File: config.mk
export PLATFORM = sky130hd
export DESIGN_NAME = ljp_front
export DESIGN_NICKNAME = d
export VERILOG_FILES = /design/src/hdl/ljp_pkg.sv /design/src/hdl/ljp_front.sv
export SDC_FILE = /design/constraint.sdc
export NUM_CORES = 1
export LEC_CHECK = 0
export ABC_CLOCK_PERIOD_IN_PS = 1900
export BUFFER_PORTS_ARGS = -buffer_cell sky130_fd_sc_hd__buf_2
export CAP_MARGIN = 15
export CORE_MARGIN = 8
export CORE_UTILIZATION = 32
export DETAILED_ROUTE_END_ITERATION = 16
export GPL_TIMING_DRIVEN = 0
export PLACE_DENSITY = 0.82
export SKIP_CTS_REPAIR_TIMING = 1
export SKIP_LAST_GASP = 1
export SYNTH_ARGS = -nofsm -noshare
export SYNTH_HDL_FRONTEND = slang
export SYNTH_SLANG_ARGS = --single-unit
File: constraint.sdc
create_clock -name clk -period 1.9 [get_ports clk]
set_input_delay 0.19 -clock clk [delete_from_list [all_inputs] [get_ports clk]]
set_output_delay 0.19 -clock clk [all_outputs]
set_load 0.05 [all_outputs]
File: src/hdl/ljp_pkg.sv
`timescale 1ns / 1ps
// ----------------------------------------------------------------------------
// ljp_pkg
// Shared types and constants of the Lennard-Jones pair force unit.
// ----------------------------------------------------------------------------
package ljp_pkg;

    localparam int POS_W       = 32;
    localparam int FORCE_W     = 48;
    localparam int INDEX_W     = 6;
    localparam int CFG_W       = 32;
    localparam int CFG_INDEX_W = 2;
    localparam int COUNT_MAX_W = 7;

    localparam int MAX_PARTICLES_DEF = 64;

    // register indexes of the configuration port
    localparam logic [CFG_INDEX_W-1:0] REG_WELL_DEPTH    = 2'd0;
    localparam logic [CFG_INDEX_W-1:0] REG_ZERO_DISTANCE = 2'd1;

    localparam logic [CFG_W-1:0] WELL_DEPTH_RESET    = 32'h0001_0000;
    localparam logic [CFG_W-1:0] ZERO_DISTANCE_RESET = 32'h0001_0000;

    // quotient caps of the two divisions, as powers of two
    localparam int U_CAP_SHIFT = 39;
    localparam int C_CAP_SHIFT = 63;

    // 4 * eps * 6
    localparam int EPS_SCALE = 24;

    typedef struct packed {
        logic signed [POS_W-1:0] pos_x;
        logic signed [POS_W-1:0] pos_y;
        logic signed [POS_W-1:0] pos_z;
        logic                    final_particle;
    } in_item_t;

    typedef struct packed {
        logic [INDEX_W-1:0]        particle_index;
        logic signed [FORCE_W-1:0] force_x;
        logic signed [FORCE_W-1:0] force_y;
        logic signed [FORCE_W-1:0] force_z;
        logic                      anomaly;
        logic                      last_result;
    } result_t;

    // loaded set handed from front to back
    typedef struct packed {
        logic                   valid;
        logic                   ovf;
        logic [COUNT_MAX_W-1:0] n;
    } job_req_t;

    typedef struct packed {
        logic take;
        logic done;
    } job_ack_t;

endpackage

File: src/hdl/ljp_front.sv
`timescale 1ns / 1ps
// ----------------------------------------------------------------------------
// ljp_front
// Load side: stores positions, counts the set and hands it to the back end.
// ----------------------------------------------------------------------------
module ljp_front import ljp_pkg::*; #(
    parameter int MAX_PARTICLES = MAX_PARTICLES_DEF
) (
    input  logic                             clk,
    input  logic                             rst_n,
    input  logic                             push,
    output logic                             full,
    input  in_item_t                         item,
    output logic                             we,
    output logic [$clog2(MAX_PARTICLES)-1:0] waddr,
    output logic [3*POS_W-1:0]               wdata,
    output job_req_t                         job,
    input  job_ack_t                         ack
);

    localparam int AW = $clog2(MAX_PARTICLES);
    localparam int CW = $clog2(MAX_PARTICLES + 1);

    logic [CW-1:0] count_reg;
    logic          ovf_reg;
    logic          lock_reg;
    logic          job_valid_reg;
    logic          job_ovf_reg;
    logic [CW-1:0] job_n_reg;

    logic accept;
    logic room;

    assign accept = push && !lock_reg;
    assign room   = count_reg < CW'(MAX_PARTICLES);

    assign full  = lock_reg;
    assign we    = accept && room;
    assign waddr = count_reg[AW-1:0];
    assign wdata = {item.pos_x, item.pos_y, item.pos_z};

    assign job.valid = job_valid_reg;
    assign job.ovf   = job_ovf_reg;
    assign job.n     = COUNT_MAX_W'(job_n_reg);

    always_ff @(posedge clk or negedge rst_n)
    begin
        if (!rst_n)
        begin
            count_reg     <= '0;
            ovf_reg       <= 1'b0;
            lock_reg      <= 1'b0;
            job_valid_reg <= 1'b0;
            job_ovf_reg   <= 1'b0;
            job_n_reg     <= '0;
        end
        else
        begin
            if (ack.take)
            begin
                job_valid_reg <= 1'b0;
            end
            if (ack.done)
            begin
                lock_reg <= 1'b0;
            end
            if (accept)
            begin
                if (room)
                begin
                    count_reg <= count_reg + CW'(1);
                end
                else
                begin
                    ovf_reg <= 1'b1;
                end
                if (item.final_particle)
                begin
                    job_valid_reg <= 1'b1;
                    job_ovf_reg   <= ovf_reg || !room;
                    job_n_reg     <= room ? count_reg + CW'(1) : count_reg;
                    count_reg     <= '0;
                    ovf_reg       <= 1'b0;
                    lock_reg      <= 1'b1;
                end
            end
        end
    end

endmodule

Word-level counts from Yosys, hierarchy flattened
Index checks and enable logic that the tools add are counted.
{ "classes": {"addsub": 1, "n_lt_le_gt_ge": 1, "n_eq_ne": 1, "n_mux": 10, "n_reduce_logical": 7} }
{ "ops": {"columns": ["cell", "n"], "rows": [
  ["2-to-1 mux 7 bit", 2],
  ["2-to-1 mux 1 bit", 8],
  ["adder 7 x 1 -> 7 bit, second input constant", 1],
  ["less-than comparator 7 bit, second input constant", 1],
  ["AND reduction 2 bit", 2],
  ["logical AND 1 bit", 2],
  ["zero test 1 bit", 2],
  ["inequality test 2 bit, second input constant", 1],
  ["logical OR 1 bit", 1]
]} }
{ "word_totals": {"reg_bits": 18, "input_bits": 102, "out_inout_bits": 113, "elab_cells": 26} }

Depth between registers and ports, before layout
Gate-level depths: netlist of run 1.
{ "logic_depth": {"word_depth": 3, "ltp_mapped": 5, "mapped_depth_nobuf": 4} }

Worst setup path after synthesis of run 1
Ideal clock, no wire load.
{ "synth_timing": {"path_type": "reg2out", "start": "register lock_reg, in the netlist full", "end": "output we", "arrival_ps": 1524, "required_time_ps": 1710, "slack_ps": 186, "stages_incl_launch_ff": 3, "cell_sequence": "dfrtp_1 -> nand2b_1 -> nor2_1"} }
{ "synth_between": {"elab_chain_cells": 3} }
{ "synth_rtl": {"columns": ["item", "line_no", "source"], "rows": [
  ["start, declared", "ljp_front.sv:26", "logic lock_reg;"],
  ["start signal, assigned", "ljp_front.sv:52", "lock_reg <= 1'b0;"],
  ["start signal, assigned", "ljp_front.sv:65", "lock_reg <= 1'b0;"],
  ["start signal, assigned", "ljp_front.sv:84", "lock_reg <= 1'b1;"],
  ["zero test 1 bit", "ljp_front.sv:34", "assign accept = push && !lock_reg;"],
  ["logical AND 1 bit", "ljp_front.sv:34", null],
  ["logical AND 1 bit", "ljp_front.sv:38", "assign we = accept && room;"],
  ["end, declared", "ljp_front.sv:14", "output logic we,"]
]} }
Every way passes these cells.

Worst setup path in the final report of run 1
{ "layout_timing": {"start": "register lock_reg, in the netlist full", "end": "register job_n_reg[5]"} }
{ "layout_between": {"elab_chain_cells": 3} }
{ "layout_rtl": {"columns": ["item", "line_no", "source"], "rows": [
  ["zero test 1 bit", "ljp_front.sv:34", null],
  ["logical AND 1 bit", "ljp_front.sv:34", null],
  ["AND reduction 2 bit (no source line)", null, null],
  ["end signal, assigned", "ljp_front.sv:81", "job_n_reg <= room ? count_reg + CW'(1) : count_reg;"],
  ["end, declared", "ljp_front.sv:29", "logic [CW-1:0] job_n_reg;"]
]} }
Every way passes these cells.
A chain may end at the register's enable or synchronous reset.

==> results.sh, run 1 <==
export IMPL_internal_power_mw=0.887
export IMPL_crit_type="flop to flop"
export IMPL_drt_met1_wl_um=1610
export IMPL_die_y_um=87.4
export IMPL_dieArea_um2=7630
export IMPL_top_layer="met4"
export IMPL_power_frac_seq_pct=27.0
export IMPL_grt_pass1_vias=1636
export IMPL_power_switching_mw=0.907
export IMPL_cts_root_buf="clkbuf_8"
export IMPL_yosysTopAreaCell="buf_4"
export IMPL_cts_path_max_buffers=2
export IMPL_synthDominantCellAreaShare_pct=47.9
export IMPL_met3RoutedLength_um=639
export IMPL_rsz0062_at_grt="false"
export IMPL_combPwrFrac_pct=58.5
export IMPL_status="completed"
export IMPL_rows=26
export IMPL_synth_xor_xnor_area_share_pct=2.15
export IMPL_period_minus_slack_ns=1.53
export IMPL_worstSkewPairLatency_ns=0.25
export IMPL_arrival_ns=1.72
export IMPL_multi_input_area_um2=364
export IMPL_start_util_pct=32.5
export IMPL_tightest_slew_ns=0.438
export IMPL_path_cells="nand3b_1 > or4_1 > nand3_1"
export IMPL_die_x_um=87.4
export IMPL_drt_antenna_violating_nets=0
export IMPL_fin_crit_sh_pct=80.7
export IMPL_antenna_cells=0
export IMPL_yosysWarnings=0
export IMPL_grt_pass1_wl_um=7580
export IMPL_grt_use_total_pct=12.4
export IMPL_grt_max_degree=19
export IMPL_setup_viol=0
export IMPL_nNetsFinal=416
export IMPL_synthCells=190
export IMPL_cts_made_buffers=3
export IMPL_p_leak_nw=1.41
export IMPL_slew_viol_final=0
export IMPL_ys_seq_elements=18
export IMPL_wirelength_um=5410
export IMPL_vdd_ir_drop_max_v=0.000280
export IMPL_vias=1518
export IMPL_fmax_mhz=652
export IMPL_finClkSkew_ns=0.00343
export IMPL_critical_path_required_ns=2.09
export IMPL_synthesis_area_um2=1630
export IMPL_drt_iter0_markers=36
export IMPL_regArea_um2=450
export IMPL_htree_num_levels=1
export IMPL_portBuffers=117
export IMPL_wl_per_cell_um=14.2
export IMPL_instances_no_fill=381
export IMPL_core_area_um2=5010
export IMPL_dr_wl_met2_um=3130
export IMPL_critPathLaunchType="flop"
export IMPL_drcViolationCount=0
export IMPL_endpoint_kind="flop"
export IMPL_power_frac_clock_pct=14.6
export IMPL_antenna_found_initial=0
export IMPL_sw_frac_of_total_pct=50.5
export IMPL_relSlewSlack_pct=70.8
export IMPL_synth_fa_ha_area_share_pct=0.768
export IMPL_synth_compound_area_share_pct=9.14
export IMPL_dp_cells=377
export IMPL_firstDrtPassIters=4
export IMPL_synthSimpleGateAreaFrac_pct=10.3
export IMPL_hold_viol_final=0
export IMPL_yosysUniqueCellTypes=28
export IMPL_routabilityCongestion=0.813
export IMPL_synth_mux_area_share_pct=0
export IMPL_worst_path_largest_cell_delay_ns=0.58
export IMPL_syn_avg_cell_area_um2=8.57
export IMPL_power_density_nw_per_um2=762
export IMPL_clock_sinks=18
export IMPL_slowest_stage="or4_1"
export IMPL_mappedNetlistNets=293
export IMPL_drive_gt1_share_pct=72.7
export IMPL_fin_tns_setup_ns=0
export IMPL_cp_max_fo=10
export IMPL_ios=215
export IMPL_cts_tree="built"
export IMPL_vias_per_cell=3.98
export IMPL_synth_top_family_by_area="buffers and inverters"
export IMPL_fillerInstances=533
export IMPL_synth_yosys_seq_area_share_pct=27.6
export IMPL_overflow=0
export IMPL_dp_hpwl_um=4930
export IMPL_hold_class="input pin to flop"
export IMPL_syn2layout_area_growth_pct=44.5
export IMPL_synth_area_leaders="buf_4 (48%), dfrtp_1 (28%), o21ai_0 (4.0%)"
export IMPL_maxCapViolations=0
export IMPL_clk_pin_slew_ns=0.06
-- layout by cell type, fill, tap and decap left out --
cell type / Yosys / final
clkbuf_1: 2 / 2
xor2_1: 1 / 1
nor2b_1: 4 / 4
or3b_4: 1 / 1
dfrtp_1: 18 / 18
or3_1: 1 / 1
a31oi_1: 1 / 1
nor3_1: 1 / 1
a22o_1: 3 / 3
a21oi_1: 4 / 4
nand3_1: 2 / 2
and3_1: 1 / 1
nand2b_1: 1 / 1
o2111ai_1: 1 / 1
nand4b_1: 1 / 1
nand3b_1: 1 / 1
or4_1: 2 / 2
inv_1: 4 / 4
dlygate4sd3_1: 0 / 1
a21o_1: 2 / 2
nand2_1: 10 / 10
nor2_1: 5 / 5
clkbuf_8: 0 / 3
buf_2: 0 / 117
and4b_1: 1 / 1
buf_6: 1 / 1
buf_4: 104 / 104
o21ai_0: 13 / 13
xnor2_1: 3 / 3
o211ai_1: 1 / 1
ha_1: 1 / 1
-- cells in the mapped netlist, drive strengths merged --
library cell	number
a21oi	4
xor2	1
o2111ai	1
inv	4
and4b	1
or3	1
a22o	3
clkbuf	2
xnor2	3
nor3	1
nand2b	1
nand4b	1
nor2b	4
or4	2
buf	105
or3b	1
nand3b	1
o211ai	1
a31oi	1
nand2	10
nor2	5
dfrtp	18
o21ai	13
nand3	2
a21o	2
and3	1
ha	1
-- power by group through the flow --
stage	registers, mW	clock network, mW	logic, mW
finish	0.484	0.261	1.05
global placement	0.489	0	1.05
CTS	0.485	0.266	1.06
global route	0.492	0.284	1.10
floorplan	0.586	0	0.760
detailed placement	0.492	0	1.06
-- routing by layer --
metal  up-vias  GRT usage [%]
li1        751              -
met1       670           10.3
met2        94           25.3
met3         3           6.23
met4         0           1.88
met5         -              0
-- cell type report --
class / count / share of cell area (%)
repair buffers: 118 / 25.3
well taps: 70 / 3.72
flip-flops and latches: 18 / 19.1
multi-input cells: 61 / 15.5
inverters: 4 / 0.638
clock buffers: 3 / 1.75
plain buffers: 107 / 34.0
-- cells by family (layout without fill, tap and decap cells) --
group	Yosys count	count (layout)
fa+ha+maj	1	1
xor+xnor	4	4
compound gates	25	25
buf+inv	111	232
simple gates	31	31
flops	18	18
-- metrics by stage --
stage	setup slack [ns]	hold slack [ns]	utilization [%]	power [mW]	cell area (um^2)
after floorplan	0.186	-0.106	-	1.35	1630
after global placement	0.382	0.139	46.0	1.54	2300
after detailed placement	0.372	0.141	46.0	1.55	2300
final	0.367	0.114	47.0	1.79	2350
after CTS	0.345	-0.131	46.8	1.82	2340
after global routing	0.276	0.140	47.0	1.88	2350
-- worst paths after layout --
kind	startpoint	to	slack, ns	depth (start not counted)
setup / recovery	full	job_n_reg[5]	0.37	3
hold / removal	ack[1]	job_valid_reg	0.11	2
setup reg to reg	full	job_n_reg[5]	0.37	3
hold reg to reg	job_n_reg[6]	job_n_reg[6]	0.47	2
max in group asynchronous	rst_n	job_valid_reg	1.21	2
min in group asynchronous	rst_n	job_n_reg[0]	0.41	2
-- critical path, delay by kind of cell (launching register included) --
kind / cells / cell delay (ns)
flops: 1 / 0.43
simple gates: 3 / 1.04
No activity file was read; power rests on OpenSTA's default activity.
==> run 2: changes to the inputs <==
--- a/config.mk
+++ b/config.mk
@@ -5,14 +5,14 @@
 export SDC_FILE = /design/constraint.sdc
 export NUM_CORES = 1
 export LEC_CHECK = 0
-export ABC_CLOCK_PERIOD_IN_PS = 1900
+export ABC_CLOCK_PERIOD_IN_PS = 1400
 export BUFFER_PORTS_ARGS = -buffer_cell sky130_fd_sc_hd__buf_2
 export CAP_MARGIN = 15
 export CORE_MARGIN = 8
-export CORE_UTILIZATION = 32
+export CORE_UTILIZATION = 29
 export DETAILED_ROUTE_END_ITERATION = 16
 export GPL_TIMING_DRIVEN = 0
-export PLACE_DENSITY = 0.82
+export PLACE_DENSITY = 0.78
 export SKIP_CTS_REPAIR_TIMING = 1
 export SKIP_LAST_GASP = 1
 export SYNTH_ARGS = -nofsm -noshare
==> constraint.sdc (replaced) <==
create_clock -name clk -period 1.4 [get_ports clk]
set_input_delay 0.14 -clock clk [delete_from_list [all_inputs] [get_ports clk]]
set_output_delay 0.14 -clock clk [all_outputs]
set_load 0.05 [all_outputs]
==> run 2 against run 1 <==
Compared with the run above:
- the flow now finishes with violations (setup timing)
- critical path type unchanged
- first-iteration DRC count up 11%
- clock power is 59% higher
- final cell count rose by 1.6%
- fmax increased by 4.7%
- wire length down 2.7%
- register-to-register slack worse by 0.43 ns
- combinational power grew 36%
- non-clock buffer count up 3
==> results.sh, run 2 (synthesis results as in run 1) <==
export IMPL_setup_viol=1
export IMPL_finClkSkew_ns=0.000740
export IMPL_dp_hpwl_um=4650
export IMPL_drt_iter0_markers=40
export IMPL_cts_path_max_buffers=2
export IMPL_grt_pass1_wl_um=8170
export IMPL_drive_gt1_share_pct=75.6
export IMPL_start_util_pct=29.8
export IMPL_vias=1553
export IMPL_fin_util_pct=44.1
export IMPL_overflow=0
export IMPL_portBuffers=117
export IMPL_failed_checks="setup timing"
export IMPL_die_y_um=91.0
export IMPL_core_area_um2=5470
export IMPL_crit_type="flop to flop"
export IMPL_instances_no_fill=387
export IMPL_top_layer="met4"
export IMPL_dp_cells=379
export IMPL_final_common_cell="buf_2"
export IMPL_tightest_slew_ns=0.425
export IMPL_vdd_ir_drop_max_v=0.000440
export IMPL_htree_num_levels=1
export IMPL_met3RoutedLength_um=697
export IMPL_stdcell_area_um2=2410
export IMPL_hold_class="input pin to flop"
export IMPL_drt_antenna_violating_nets=0
export IMPL_firstDrtPassIters=4
export IMPL_die_x_um=91.0
export IMPL_cts_tree="built"
export IMPL_rows=27
export IMPL_endpoint_kind="flop"
export IMPL_setup_slack_ns=-0.0638
export IMPL_worstSkewPairLatency_ns=0.25
export IMPL_slew_viol_final=0
export IMPL_hold_viol_final=0
export IMPL_p_leak_nw=1.43
export IMPL_drt_met1_wl_um=1690
export IMPL_grt_pass1_vias=1760
export IMPL_antenna_cells=0
export IMPL_grt_use_total_pct=11.5
export IMPL_ios=215
export IMPL_drcViolationCount=0
export IMPL_fmax_mhz=683
export IMPL_critical_path_required_ns=1.59
export IMPL_arrival_ns=1.65
export IMPL_dr_wl_met2_um=2860
export IMPL_syn2layout_area_growth_pct=48.0
export IMPL_cts_made_buffers=3
export IMPL_relSlewSlack_pct=71.6
export IMPL_cts_root_buf="clkbuf_8"
export IMPL_layout_common_cells="buf_2 (116), buf_4 (107), dfrtp_1 (14)"
export IMPL_clk_pin_slew_ns=0.07
export IMPL_maxCapViolations=0
export IMPL_antenna_found_initial=0
export IMPL_nNetsFinal=419
export IMPL_wl_per_cell_um=13.6
export IMPL_power_density_nw_per_um2=1040
export IMPL_grt_max_degree=19
export IMPL_vias_per_cell=4.01
export IMPL_total_power_mw=2.51
export IMPL_status="complete, but fails checks"
export IMPL_dpl_cell_area_um2=2310
export IMPL_critPathLaunchType="flop"
export IMPL_cp_max_fo=7
export IMPL_period_minus_slack_ns=1.46
export IMPL_place_ws_ns=-0.0465
export IMPL_clock_sinks=18
export IMPL_routabilityCongestion=0.804
export IMPL_wirelength_um=5260
export IMPL_dieArea_um2=8270
export IMPL_rsz0062_at_grt="true"
export IMPL_fin_crit_sh_pct=105
[run 2: cell count changes in the layout (fill, tap and decap cells not counted)]
cell,delta
nand2b_2,+1
nor2_1,-1
buf_4,+3
clkbuf_1,-2
buf_6,+1
dfrtp_2,+4
o21ai_0,-1
o21ai_1,+1
clkbuf_8,+1
nor2_2,+1
dfrtp_1,-4
clkbuf_2,+2
nand2b_1,-1
buf_2,-1
[run 2: critical path, cell delays in order (launching register included)]
cell	delay (ns)
dfrtp_1	0.41
nand4b_1	0.33
or4_1	0.57
nand3_1	0.09
[run 2: final timing paths]
path	from	endpoint	slack (ns)	cells past startpoint
setup reg to reg	count_reg[6]	count_reg[5]	-0.06	3
max in group asynchronous	rst_n	full	0.75	2
setup / recovery	count_reg[6]	count_reg[5]	-0.06	3
hold reg to reg	job_n_reg[0]	job_n_reg[0]	0.47	2
min in group asynchronous	rst_n	job_n_reg[4]	0.35	2
hold / removal	ack[0]	full	0.06	2
[run 2: where the power goes]
group	total (mW)	switching, mW	internal [mW]
Combinational	1.43	0.998	0.433
Clock	0.416	0.166	0.249
Sequential	0.665	0.0712	0.594
[run 2: layout make-up]
cell class                 count  area, um^2
clock buffer                   4        55.1
multi-input combinational     61         369
buffer                       107         802
inverter                       4        15.0
timing repair buffer         121         624
tap                           72        90.1
fill                         546        3060
sequential                    18         455
[run 2: stage by stage]
stage / setup TNS (ns) / hold WS (ns)
2_1_floorplan: -0.0644 / -0.156
3_3_place_gp: -0.104 / 0.0835
3_5_place_dp: -0.171 / 0.0959
4_1_cts: -0.413 / -0.176
5_1_grt: -0.181 / 0.0969
6_report: -0.0638 / 0.0567
[run 2: per-layer routing]
layer / track usage (%) / up-vias
li1: - / 762
met1: 10.1 / 673
met2: 22.2 / 114
met3: 6.75 / 4
met4: 1.64 / 0
met5: 0 / -
==> run 3: changes to the inputs <==
--- a/config.mk
+++ b/config.mk
@@ -8,11 +8,13 @@
 export ABC_CLOCK_PERIOD_IN_PS = 1400
 export BUFFER_PORTS_ARGS = -buffer_cell sky130_fd_sc_hd__buf_2
 export CAP_MARGIN = 15
+export CELL_PAD_IN_SITES_DETAIL_PLACEMENT = 0
+export CELL_PAD_IN_SITES_GLOBAL_PLACEMENT = 1
 export CORE_MARGIN = 8
-export CORE_UTILIZATION = 29
+export CORE_UTILIZATION = 18
 export DETAILED_ROUTE_END_ITERATION = 16
 export GPL_TIMING_DRIVEN = 0
-export PLACE_DENSITY = 0.78
+export PLACE_DENSITY = 0.9
 export SKIP_CTS_REPAIR_TIMING = 1
 export SKIP_LAST_GASP = 1
 export SYNTH_ARGS = -nofsm -noshare
==> run 3 against run 2 <==
Compared with the run above:
- the run still ends with setup timing left
- design area grew 2.9%
- register-to-register slack gained 0.04 ns
- combinational power grew 4%
- worst hold slack lost 0.0013 ns
- core utilization shrank 16 points
- final cell count grew 10%
- sequential cell count is the same
- critical endpoint unchanged
==> results.sh, run 3 (synthesis results as in run 1) <==
export IMPL_final_common_cell="buf_2"
export IMPL_power_frac_seq_pct=25.5
export IMPL_die_y_um=111
export IMPL_crit_type="flop to flop"
export IMPL_power_switching_mw=1.27
export IMPL_tightest_slew_ns=0.426
export IMPL_setup_viol=1
export IMPL_cts_made_buffers=3
export IMPL_internal_power_mw=1.31
export IMPL_fin_tns_setup_ns=-0.0191
export IMPL_drcViolationCount=0
export IMPL_hold_viol_final=0
export IMPL_cp_max_fo=5
export IMPL_vias=1582
export IMPL_vias_per_cell=3.71
export IMPL_cts_path_max_buffers=2
export IMPL_cts_root_buf="clkbuf_8"
export IMPL_htree_num_levels=1
export IMPL_firstDrtPassIters=4
export IMPL_nNetsFinal=422
export IMPL_combPwrFrac_pct=57.7
export IMPL_arrival_ns=1.62
export IMPL_multi_input_area_um2=372
export IMPL_core_area_um2=8760
export IMPL_critPathLaunchType="flop"
export IMPL_finClkSkew_ns=0.00509
export IMPL_failed_checks="setup timing"
export IMPL_grt_max_degree=19
export IMPL_dieArea_um2=12400
export IMPL_start_util_pct=18.6
export IMPL_grt_use_total_pct=8.45
export IMPL_p_leak_nw=1.45
export IMPL_hold_slack_ns=0.0554
export IMPL_rows=34
export IMPL_ios=215
export IMPL_regArea_um2=455
export IMPL_wl_per_cell_um=13.4
export IMPL_critical_path_required_ns=1.60
export IMPL_clk_pin_slew_ns=0.07
export IMPL_drt_iter0_markers=28
export IMPL_endpoint_kind="flop"
export IMPL_status="complete, but fails checks"
export IMPL_sw_frac_of_total_pct=49.3
export IMPL_rsz0062_at_grt="true"
export IMPL_antenna_found_initial=1
export IMPL_layout_common_cells="buf_2 (116), buf_4 (110), dfrtp_1 (14)"
export IMPL_portBuffers=117
export IMPL_dp_hpwl_um=5030
export IMPL_cts_tree="built"
export IMPL_fin_crit_sh_pct=101
export IMPL_power_density_nw_per_um2=1040
export IMPL_fillerInstances=937
export IMPL_grt_pass1_wl_um=8730
export IMPL_setup_slack_ns=-0.0191
export IMPL_drt_antenna_violating_nets=0
export IMPL_power_frac_clock_pct=16.8
export IMPL_grt_pass1_vias=1775
export IMPL_drive_gt1_share_pct=76.1
export IMPL_slew_viol_final=0
export IMPL_syn2layout_area_growth_pct=52.3
export IMPL_antenna_cells=0
export IMPL_wirelength_um=5690
export IMPL_worstSkewPairLatency_ns=0.26
export IMPL_maxCapViolations=0
export IMPL_period_minus_slack_ns=1.42
export IMPL_relSlewSlack_pct=71.6
export IMPL_fmax_mhz=705
export IMPL_hold_class="input pin to flop"
export IMPL_routabilityCongestion=0.792
export IMPL_total_power_mw=2.58
export IMPL_die_x_um=111
export IMPL_overflow=0
export IMPL_vdd_ir_drop_max_v=0.000284
export IMPL_clock_sinks=18
## run 3: changes by cell type in the layout (fill, tap and decap cells not counted)
cell / change
buf_4: +3
nor2b_1: -1
nor2b_2: +1
## run 3: cell type report
cell class,instances,share of cell area (%)
inverters,4,0.605
repair buffers,124,26.1
plain buffers,107,32.3
flip-flops and latches,18,18.4
clock buffers,4,2.22
multi-input cells,61,15.0
well taps,108,5.45
## run 3: per-layer routing
metal / part of all wire, % / GRT usage, % / wire length (um)
met1: 33 / 7.27 / 1860
met2: 53 / 16.1 / 2990
met3: 14 / 5.47 / 773
met4: 0.65 / 1.33 / 37
met5: 0.35 / 0 / 20
## run 3: power by group through the flow
stage / Clock, mW / Combinational (mW) / Sequential, mW
floorplan: 0 / 1.03 / 0.797
finish: 0.434 / 1.49 / 0.658
detailed placement: 0 / 1.45 / 0.672
CTS: 0.442 / 1.45 / 0.663
global route: 0.464 / 1.57 / 0.669
global placement: 0 / 1.44 / 0.664
## run 3: final timing paths
check                                   from      endpoint  slack (ns)  depth (start not counted)
worst min register to register  job_n_reg[6]  job_n_reg[6]        0.49                          2
worst min-delay path                  ack[0]          full        0.06                          2
worst max-delay path            count_reg[6]  count_reg[5]       -0.02                          3
min in group asynchronous              rst_n  job_n_reg[1]        0.34                          2
worst max register to register  count_reg[6]  count_reg[5]       -0.02                          3
max in group asynchronous              rst_n          full        0.74                          2
## run 3: through the flow
step                area (um^2)  utilization (%)  setup WS (ns)  cells
floorplan                  1630                -        -0.0644    190
global placement           2350             26.9        -0.0276    415
detailed placement         2350             26.9        -0.0815    415
CTS                        2410             27.5         -0.109    419
global route               2480             28.3        -0.0718    426
finish                     2480             28.3        -0.0191    426
## run 3: critical path, cell delays in order (launching register included)
cell and delay (ns):
dfrtp_1 0.41, nand4b_1 0.30, or4_1 0.56, nand3_1 0.09
